## src/design/bmhpq_pkg.sv

```systemverilog
// Shared types and constants of the binary min-heap priority queue.
`default_nettype none

package bmhpq_pkg;

    localparam int CAPACITY  = 64;
    localparam int ADDR_W    = (CAPACITY > 1) ? $clog2(CAPACITY) : 1;
    localparam int CNT_W     = $clog2(CAPACITY + 1);
    localparam int CH_W      = ADDR_W + 1;
    localparam int KEY_W     = 32;
    localparam int OUT_CNT_W = 7;

    // Result item layout on the master tdata bus.
    localparam int OUT_KEY_LSB   = 0;
    localparam int OUT_CNT_LSB   = OUT_KEY_LSB + KEY_W;
    localparam int OUT_EMPTY_BIT = OUT_CNT_LSB + OUT_CNT_W;
    localparam int OUT_REJ_BIT   = OUT_EMPTY_BIT + 1;
    localparam int OUT_USED_W    = OUT_REJ_BIT + 1;
    localparam int OUT_DATA_W    = ((OUT_USED_W + 7) / 8) * 8;

    typedef logic signed [KEY_W-1:0] t_key;

    typedef enum logic {
        OP_INSERT  = 1'b0,
        OP_EXTRACT = 1'b1
    } t_opcode;

endpackage

`default_nettype wire

```

## src/design/bmhpq_ram.sv

```systemverilog
// Generic single-write, single-read RAM with a registered read port.
`default_nettype none

module bmhpq_ram #(
    parameter int WIDTH = 32,
    parameter int DEPTH = 64
) (
    input  wire logic                             i_clk,
    input  wire logic                             i_we,
    input  wire logic [$clog2(DEPTH > 1 ? DEPTH : 2)-1:0] i_waddr,
    input  wire logic [WIDTH-1:0]                 i_wdata,
    input  wire logic [$clog2(DEPTH > 1 ? DEPTH : 2)-1:0] i_raddr,
    output logic      [WIDTH-1:0]                 o_rdata
);

    logic [WIDTH-1:0] r_mem [DEPTH];

    always_ff @(posedge i_clk) begin
        if (i_we) begin
            r_mem[i_waddr] <= i_wdata;
        end
        o_rdata <= r_mem[i_raddr];
    end

endmodule

`default_nettype wire

```

## src/design/binary_min_heap_priority_queue.sv

```systemverilog
// Binary min-heap priority queue of signed Q16.16 keys, one memory, one item at a time.
//
// Each input item is an insert (tuser = 0, key on tdata) or an extract of the
// minimum (tuser = 1, tdata ignored), and each gives exactly one result item
// carrying the root key, the number of keys held, an empty flag and a reject
// flag. An insert into a full queue and an extract from an empty queue leave
// the contents unchanged and come back with the reject flag set. The keys sit
// in one synchronous RAM of CAPACITY entries; the key being placed is held in
// a register while a hole walks up or down the tree, and it is written into
// the RAM only once its final slot is known. The block takes one item at a
// time; the pace of each sift is set by the single read port of the key RAM,
// which returns one key per cycle. A finished result waits in an output
// register, so the next item is taken while the previous result is still
// unclaimed. The RAM needs no clearing after reset; only slots below the
// count are ever read.
`default_nettype none

module binary_min_heap_priority_queue (
    input  wire logic                               i_clk,
    input  wire logic                               i_rst_n,
    input  wire logic                               s_axis_tvalid,
    output logic                                    s_axis_tready,
    input  wire logic [bmhpq_pkg::KEY_W-1:0]        s_axis_tdata,  // key
    input  wire logic                               s_axis_tuser,  // opcode
    output logic                                    m_axis_tvalid,
    input  wire logic                               m_axis_tready,
    // min_key, entry_count, queue_empty, rejected, zero fill
    output logic      [bmhpq_pkg::OUT_DATA_W-1:0]   m_axis_tdata
);

    localparam int AW = bmhpq_pkg::ADDR_W;
    localparam int CW = bmhpq_pkg::CNT_W;
    localparam int HW = bmhpq_pkg::CH_W;

    // One-hot control states.
    typedef enum logic [5:0] {
        S_IDLE = 6'b000001,  // waiting for an item
        S_UP   = 6'b000010,  // parent key arriving during sift-up
        S_LAST = 6'b000100,  // last key arriving at the start of an extract
        S_DNL  = 6'b001000,  // left child arriving during sift-down
        S_DNR  = 6'b010000,  // right child arriving during sift-down
        S_PUT  = 6'b100000   // moving key written into its final slot
    } t_state;

    t_state                  r_state, n_state;
    logic [CW-1:0]           r_count, n_count;
    logic [AW-1:0]           r_pos, n_pos;
    bmhpq_pkg::t_key         r_key, n_key;
    bmhpq_pkg::t_key         r_left, n_left;
    bmhpq_pkg::t_key         r_root;
    logic                    r_rej, n_rej;
    logic                    r_fin, n_fin;
    logic                    r_out_valid;
    logic [bmhpq_pkg::OUT_DATA_W-1:0] r_out_data;
    logic [bmhpq_pkg::OUT_DATA_W-1:0] c_out_word;

    logic                    w_we;
    logic [AW-1:0]           w_waddr;
    bmhpq_pkg::t_key         w_wdata;
    logic [AW-1:0]           w_raddr;
    logic [bmhpq_pkg::KEY_W-1:0] w_rdata;
    bmhpq_pkg::t_key         c_rkey;

    logic                    c_accept;
    logic                    c_out_free;
    logic [HW-1:0]           c_count_ext;
    logic [HW-1:0]           c_left_idx;
    logic [HW-1:0]           c_right_idx;
    logic [AW-1:0]           c_parent;
    logic                    c_decide;
    bmhpq_pkg::t_key         c_best_val;
    logic [AW-1:0]           c_best_idx;
    logic [HW-1:0]           c_next_left;

    bmhpq_ram #(
        .WIDTH (bmhpq_pkg::KEY_W),
        .DEPTH (bmhpq_pkg::CAPACITY)
    ) u_heap_ram (
        .i_clk   (i_clk),
        .i_we    (w_we),
        .i_waddr (w_waddr),
        .i_wdata (w_wdata),
        .i_raddr (w_raddr),
        .o_rdata (w_rdata)
    );

    assign c_rkey      = bmhpq_pkg::t_key'(w_rdata);
    assign c_out_free  = !r_out_valid || m_axis_tready;
    // A pending result must leave before a new item is taken.
    assign s_axis_tready = (r_state == S_IDLE) && !r_fin;
    assign c_accept    = s_axis_tvalid && s_axis_tready;
    assign c_count_ext = HW'(r_count);
    assign c_left_idx  = {r_pos, 1'b1};
    assign c_right_idx = c_left_idx + HW'(1);
    assign c_parent    = AW'((r_pos - AW'(1)) >> 1);

    // Smaller child, left on a tie. S_DNL decides alone only when no right child exists.
    always_comb begin
        c_decide   = 1'b0;
        c_best_val = c_rkey;
        c_best_idx = AW'(c_left_idx);
        if (r_state == S_DNL && !(c_right_idx < c_count_ext)) begin
            c_decide = 1'b1;
        end else if (r_state == S_DNR) begin
            c_decide = 1'b1;
            if (c_rkey < r_left) begin
                c_best_idx = AW'(c_right_idx);
            end else begin
                c_best_val = r_left;
            end
        end
    end
    assign c_next_left = {c_best_idx, 1'b1};

    always_comb begin
        n_state = r_state;
        n_count = r_count;
        n_pos   = r_pos;
        n_key   = r_key;
        n_left  = r_left;
        n_rej   = r_rej;
        n_fin   = r_fin;
        w_we    = 1'b0;
        w_waddr = r_pos;
        w_wdata = r_key;
        w_raddr = c_parent;

        unique case (r_state)
            S_IDLE: begin
                if (c_accept) begin
                    n_rej = 1'b0;
                    if (bmhpq_pkg::t_opcode'(s_axis_tuser) == bmhpq_pkg::OP_INSERT) begin
                        if (r_count == CW'(bmhpq_pkg::CAPACITY)) begin
                            n_rej = 1'b1;
                            n_fin = 1'b1;
                        end else begin
                            n_key   = bmhpq_pkg::t_key'(s_axis_tdata);
                            n_pos   = AW'(r_count);
                            n_count = r_count + CW'(1);
                            if (r_count == '0) begin
                                n_state = S_PUT;
                            end else begin
                                w_raddr = AW'((r_count - CW'(1)) >> 1);
                                n_state = S_UP;
                            end
                        end
                    end else begin
                        if (r_count == '0) begin
                            n_rej = 1'b1;
                            n_fin = 1'b1;
                        end else begin
                            n_count = r_count - CW'(1);
                            n_pos   = '0;
                            if (r_count == CW'(1)) begin
                                n_fin = 1'b1;
                            end else begin
                                w_raddr = AW'(r_count - CW'(1));
                                n_state = S_LAST;
                            end
                        end
                    end
                end
            end
            S_UP: begin
                if (r_key < c_rkey) begin
                    // Parent drops into the hole; the hole climbs.
                    w_we    = 1'b1;
                    w_wdata = c_rkey;
                    n_pos   = c_parent;
                    w_raddr = AW'((c_parent - AW'(1)) >> 1);
                    if (c_parent == '0) begin
                        n_state = S_PUT;
                    end
                end else begin
                    w_we    = 1'b1;
                    n_state = S_IDLE;
                    n_fin   = 1'b1;
                end
            end
            S_LAST: begin
                n_key = c_rkey;
                if (HW'(1) < c_count_ext) begin
                    w_raddr = AW'(1);
                    n_state = S_DNL;
                end else begin
                    n_state = S_PUT;
                end
            end
            S_DNL, S_DNR: begin
                if (!c_decide) begin
                    n_left  = c_rkey;
                    w_raddr = AW'(c_right_idx);
                    n_state = S_DNR;
                end else if (c_best_val < r_key) begin
                    // Smaller child rises into the hole; the hole descends.
                    w_we    = 1'b1;
                    w_wdata = c_best_val;
                    n_pos   = c_best_idx;
                    if (c_next_left < c_count_ext) begin
                        w_raddr = AW'(c_next_left);
                        n_state = S_DNL;
                    end else begin
                        n_state = S_PUT;
                    end
                end else begin
                    w_we    = 1'b1;
                    n_state = S_IDLE;
                    n_fin   = 1'b1;
                end
            end
            S_PUT: begin
                w_we    = 1'b1;
                n_state = S_IDLE;
                n_fin   = 1'b1;
            end
            default: begin
                n_state = S_IDLE;
            end
        endcase

        // The finished result moves to the output register when it is free.
        if (r_fin && c_out_free) begin
            n_fin = 1'b0;
        end
    end

    // Result word: root key, count, empty flag and reject flag, zero filled.
    always_comb begin
        c_out_word = '0;
        c_out_word[bmhpq_pkg::OUT_KEY_LSB +: bmhpq_pkg::KEY_W] =
            (r_count != '0) ? r_root : '0;
        c_out_word[bmhpq_pkg::OUT_CNT_LSB +: bmhpq_pkg::OUT_CNT_W] =
            bmhpq_pkg::OUT_CNT_W'(r_count);
        c_out_word[bmhpq_pkg::OUT_EMPTY_BIT] = (r_count == '0);
        c_out_word[bmhpq_pkg::OUT_REJ_BIT]   = r_rej;
    end

    always_ff @(posedge i_clk) begin
        if (!i_rst_n) begin
            r_state     <= S_IDLE;
            r_count     <= '0;
            r_fin       <= 1'b0;
            r_out_valid <= 1'b0;
        end else begin
            r_state <= n_state;
            r_count <= n_count;
            r_fin   <= n_fin;
            if (r_fin && c_out_free) begin
                r_out_valid <= 1'b1;
            end else if (m_axis_tready) begin
                r_out_valid <= 1'b0;
            end
        end
    end

    always_ff @(posedge i_clk) begin
        r_pos  <= n_pos;
        r_key  <= n_key;
        r_left <= n_left;
        r_rej  <= n_rej;
        // The root key is kept beside the RAM so the result needs no extra read.
        if (w_we && w_waddr == '0) begin
            r_root <= w_wdata;
        end
        if (r_fin && c_out_free) begin
            r_out_data <= c_out_word;
        end
    end

    assign m_axis_tvalid = r_out_valid;
    assign m_axis_tdata  = r_out_data;

endmodule

`default_nettype wire

```

## config.mk

```make
export PLATFORM = sky130hd
export DESIGN_NAME = binary_min_heap_priority_queue
export DESIGN_NICKNAME = d
export VERILOG_FILES = /design/src/design/bmhpq_pkg.sv /design/src/design/bmhpq_ram.sv /design/src/design/binary_min_heap_priority_queue.sv
export SDC_FILE = /design/constraint.sdc
export NUM_CORES = 2
export LEC_CHECK = 0
export ABC_AREA = 1
export BUFFER_PORTS_ARGS = -buffer_cell sky130_fd_sc_hd__clkbuf_2
export CAP_MARGIN = 15
export CORE_MARGIN = 1
export CORE_UTILIZATION = 41
export DETAILED_ROUTE_END_ITERATION = 16
export MAX_ROUTING_LAYER = met4
export SLEW_MARGIN = 10
export SYNTH_ARGS = -nofsm -noshare
export SYNTH_HDL_FRONTEND = slang
export SYNTH_SLANG_ARGS = --single-unit
```

## constraint.sdc

```tcl
create_clock -name i_clk -period 7.7 [get_ports i_clk]
set_input_delay 0.385 -clock i_clk [delete_from_list [all_inputs] [get_ports i_clk]]
set_output_delay 0.385 -clock i_clk [all_outputs]
set_load 0.01 [all_outputs]
```

==> flow_summary.toml <==
[status]
outcome = "finished clean"

[synthesis]
synth.most_common_cell = "nand3_1"
syn_inst = 8734
yosys.area.top_type = "edfxtp_1"
ys_seq_elements = 2239
synth_ff_type = "edfxtp_1"
ys_seq_area_share_pct = 68.72
synth.distinct_cells = 53
synthTopCellsByCount = "2443 x nand3_1, 2273 x nand2_1, 2192 x edfxtp_1, 402 x inv_1, 353 x buf_2"
synth_area_leaders = "edfxtp_1 68%, nand3_1 13%, nand2_1 8.8%"
synth_warnings = 0
synth_top_area_share_pct = 67.75
synth_edf_count = 2192
synthArstFlopShare_pct = 0
syn_area_per_cell_um2 = 11.12
synth.cell_area_mm2 = 0.09715

[routing]
top_layer_used = "met4"
post-route-drc-count = 0
avgRoutedWirePerCell_um = 25.17
via_count = 68940
wirelength_mm = 303.5
wl_met2_mm = 137.0
viasPerCell = 5.716
initialDrtViolationCount = 8727
wirelength_met1_mm = 124.2
antenna_left = 0
drt-pass1-iter-count = 6
wl_met3_mm = 31.09

[clocking]
clock_latency_ns = 0.89
cts_tree = "built"
cts_buffers = 221
clk_path_buf_depth = 3
cts_setup_buffers = 0
path_clk_slew_ns = 0.07
htreeDepth = 4
cts-root-buf = "clkbuf_16"
clkSinkCount = 2239

[setup_path]
endpoint_kind = "flip-flop"
path_max_fanout = 28
reg2reg_slack_ns = 0.43
crit_required_ns = 8.50
critPathKind = "reg -> reg"
timing.rr.end = "u_heap_ram.o_rdata[15]$_DFF_P_"
cp_slowest_cell = "dfxtp_1"
r2r_cells = 37
slowest_delay_ns = 0.72
timing.rr.start = "u_heap_ram.o_rdata[28]$_DFF_P_"
critPathMostFrequentCell = "nand2_1"
start_kind = "flip-flop"
worstPathArrival_ns = 8.07

[sta]
fin_skew_ns = 0.04194
rsz0062_at_grt = "no"
finalCritPeriodShare_pct = 94.40
worst_slew_pin_slew_ns = 1.259
hold_ws_ns = 0.08816
drv_slew = 0
fin_crit_ns = 7.269
setup_viol = 0
relSlewSlack_pct = 16.10
hold_viol_final = 0
max_freq_ghz = 0.1376

[worst_hold_path]
min_to = "c_count_ext[5]$_SDFFE_PN0P_"
hold_path_depth = 3
hold_start = "s_axis_tuser"
hold_class = "in -> reg"

[place]
dp.cells = 11610
hpwlAfterDp_mm = 164.2
gp_congestion = 0.9061
portBuffers = 79

[grt]
first_global_vias = 65210
grt_max_degree = 183
grtUsageTotal_pct = 25.71
overflow = 0
grt_pass1_wl_mm = 440.6
antenna_found_initial = 11

[layout]
area_delta_synth_final_pct = 13.00
instances_no_fill = 12060
ff_latch_area_mm2 = 0.06677
drive_above_1_share_pct = 8.624
num-fill-cells = 21190
final_nets = 8868
multi_input_area_mm2 = 0.02690

[floorplan]
die_w_um = 488.8
ios = 87
die_h_um = 488.8
coreArea_mm2 = 0.2354
rows = 178
die_area_mm2 = 0.2389
initial_core_util_pct = 41.27

[job]
drv_cap = 0
==> layout make-up <==
| type | instances | area share [%] |
|---|---|---|
| Antenna cell | 5 | 0.01140 |
| Timing Repair Buffer | 361 | 3.182 |
| Multi-Input combinational cell | 5485 | 24.50 |
| Clock inverter | 136 | 1.132 |
| Tap cell | 3150 | 3.590 |
| Inverter | 411 | 1.420 |
| Clock buffer | 273 | 5.348 |
| Sequential cell | 2239 | 60.82 |
==> registers in the layout (all words and copies together), names as in the netlist, 6 cells and up <==
| register | flops |
|---|---|
| m_axis_tdata | 41 |
| c_count_ext | 7 |
| u_heap_ram.o_rdata | 32 |
| r_root | 32 |
| r_pos | 6 |
| u_heap_ram.r_mem | 2048 |
| r_left | 32 |
| r_key | 32 |
| r_state | 6 |
==> repair_timing <==
| item | in CTS | in global routing |
|---|---|---|
| pin swaps | 0 | 0 |
| hold buffers | 36 | 0 |
| hold endpoints to repair | 46 | 0 |
| gates resized for setup | 5 | 15 |
| gates cloned | 0 | 5 |
| endpoints found under the setup margin | 3 | 12 |
==> metrics by stage <==
stage | TNS [ns] | utilization [%] | instance area (µm²) | setup WS [ns]
3_3_place_gp | 0 | 43.38 | 102100 | 0.003514
2_1_floorplan | 0 | - | 97180 | 1.481
4_1_cts | 0 | 46.56 | 109600 | 0.05245
5_1_grt | 0 | 46.64 | 109800 | 0.04624
6_report | 0 | 46.64 | 109800 | 0.4312
3_5_place_dp | -0.2232 | 43.39 | 102100 | -0.1321
==> kinds of logic (layout without fill, tap and decap cells) <==
family,count (synthesis),in the layout,synth area share (%)
AND/OR/NAND/NOR,5038,5040,23.21
flip-flops,2239,2239,68.72
buffers and inverters,1018,1181,4.608
AO/OA/AOI/OAI,313,313,1.898
adder cells (fa/ha/maj),112,112,1.442
XOR/XNOR,13,13,0.1172
other,1,12,0.003860
==> worst max path at each step <==
| stage | from | end | cells past startpoint |
|---|---|---|---|
| 3_3_place_gp | u_heap_ram.o_rdata[0]$_DFF_P_ | u_heap_ram.o_rdata[12]$_DFF_P_ | 42 |
| 2_1_floorplan | r_left[31]$_DFFE_PP_ | r_root[0]$_DFFE_PP_ | 27 |
| 3_5_place_dp | u_heap_ram.o_rdata[21]$_DFF_P_ | u_heap_ram.o_rdata[5]$_DFF_P_ | 37 |
| 5_1_grt | u_heap_ram.o_rdata[0]$_DFF_P_ | u_heap_ram.o_rdata[27]$_DFF_P_ | 40 |
| 6_report | u_heap_ram.o_rdata[28]$_DFF_P_ | u_heap_ram.o_rdata[15]$_DFF_P_ | 37 |
| 4_1_cts | u_heap_ram.o_rdata[5]$_DFF_P_ | u_heap_ram.o_rdata[5]$_DFF_P_ | 38 |
==> placed cells by master (no fill, tap or decap), types with 6 or more instances in the layout <==
master	instances
a21oi_1	87
a22oi_1	21
a31oi_1	7
buf_12	61
buf_4	175
bufinv_16	18
clkbuf_1	43
clkbuf_16	229
clkbuf_2	79
clkinv_1	63
clkinv_2	37
clkinvlp_4	11
conb_1	7
dfxtp_1	41
dfxtp_2	6
dlygate4sd3_1	36
edfxtp_1	2192
ha_1	112
inv_1	395
inv_6	8
nand2_1	2272
nand3_1	2423
nand3_2	10
nand3_4	15
nand3b_1	76
nand4_1	67
nor2_1	92
nor2_4	54
nor3_1	11
o211ai_1	19
o21ai_0	129
o221ai_4	14
xor2_1	10
==> worst max-delay path: cells and delay by family (launching register included) <==
family	cells	cell delay, ns
AOI/OAI and AO/OA	5	1.14
and+or+nand+nor	22	2.93
buffers and inverters	8	1.66
adders and majority gates	2	0.62
DFF	1	0.72
==> routing by layer <==
layer  vias to the layer above  track usage, %
met3                       489           5.002
met2                      3513           38.66
li1                      30940               -
met4                         0           9.585
met5                         -               -
met1                     34000           34.49
Power is left out: the tool's default activity adds up to more than one toggle a clock period on the data nets, which glitch-free logic cannot reach.
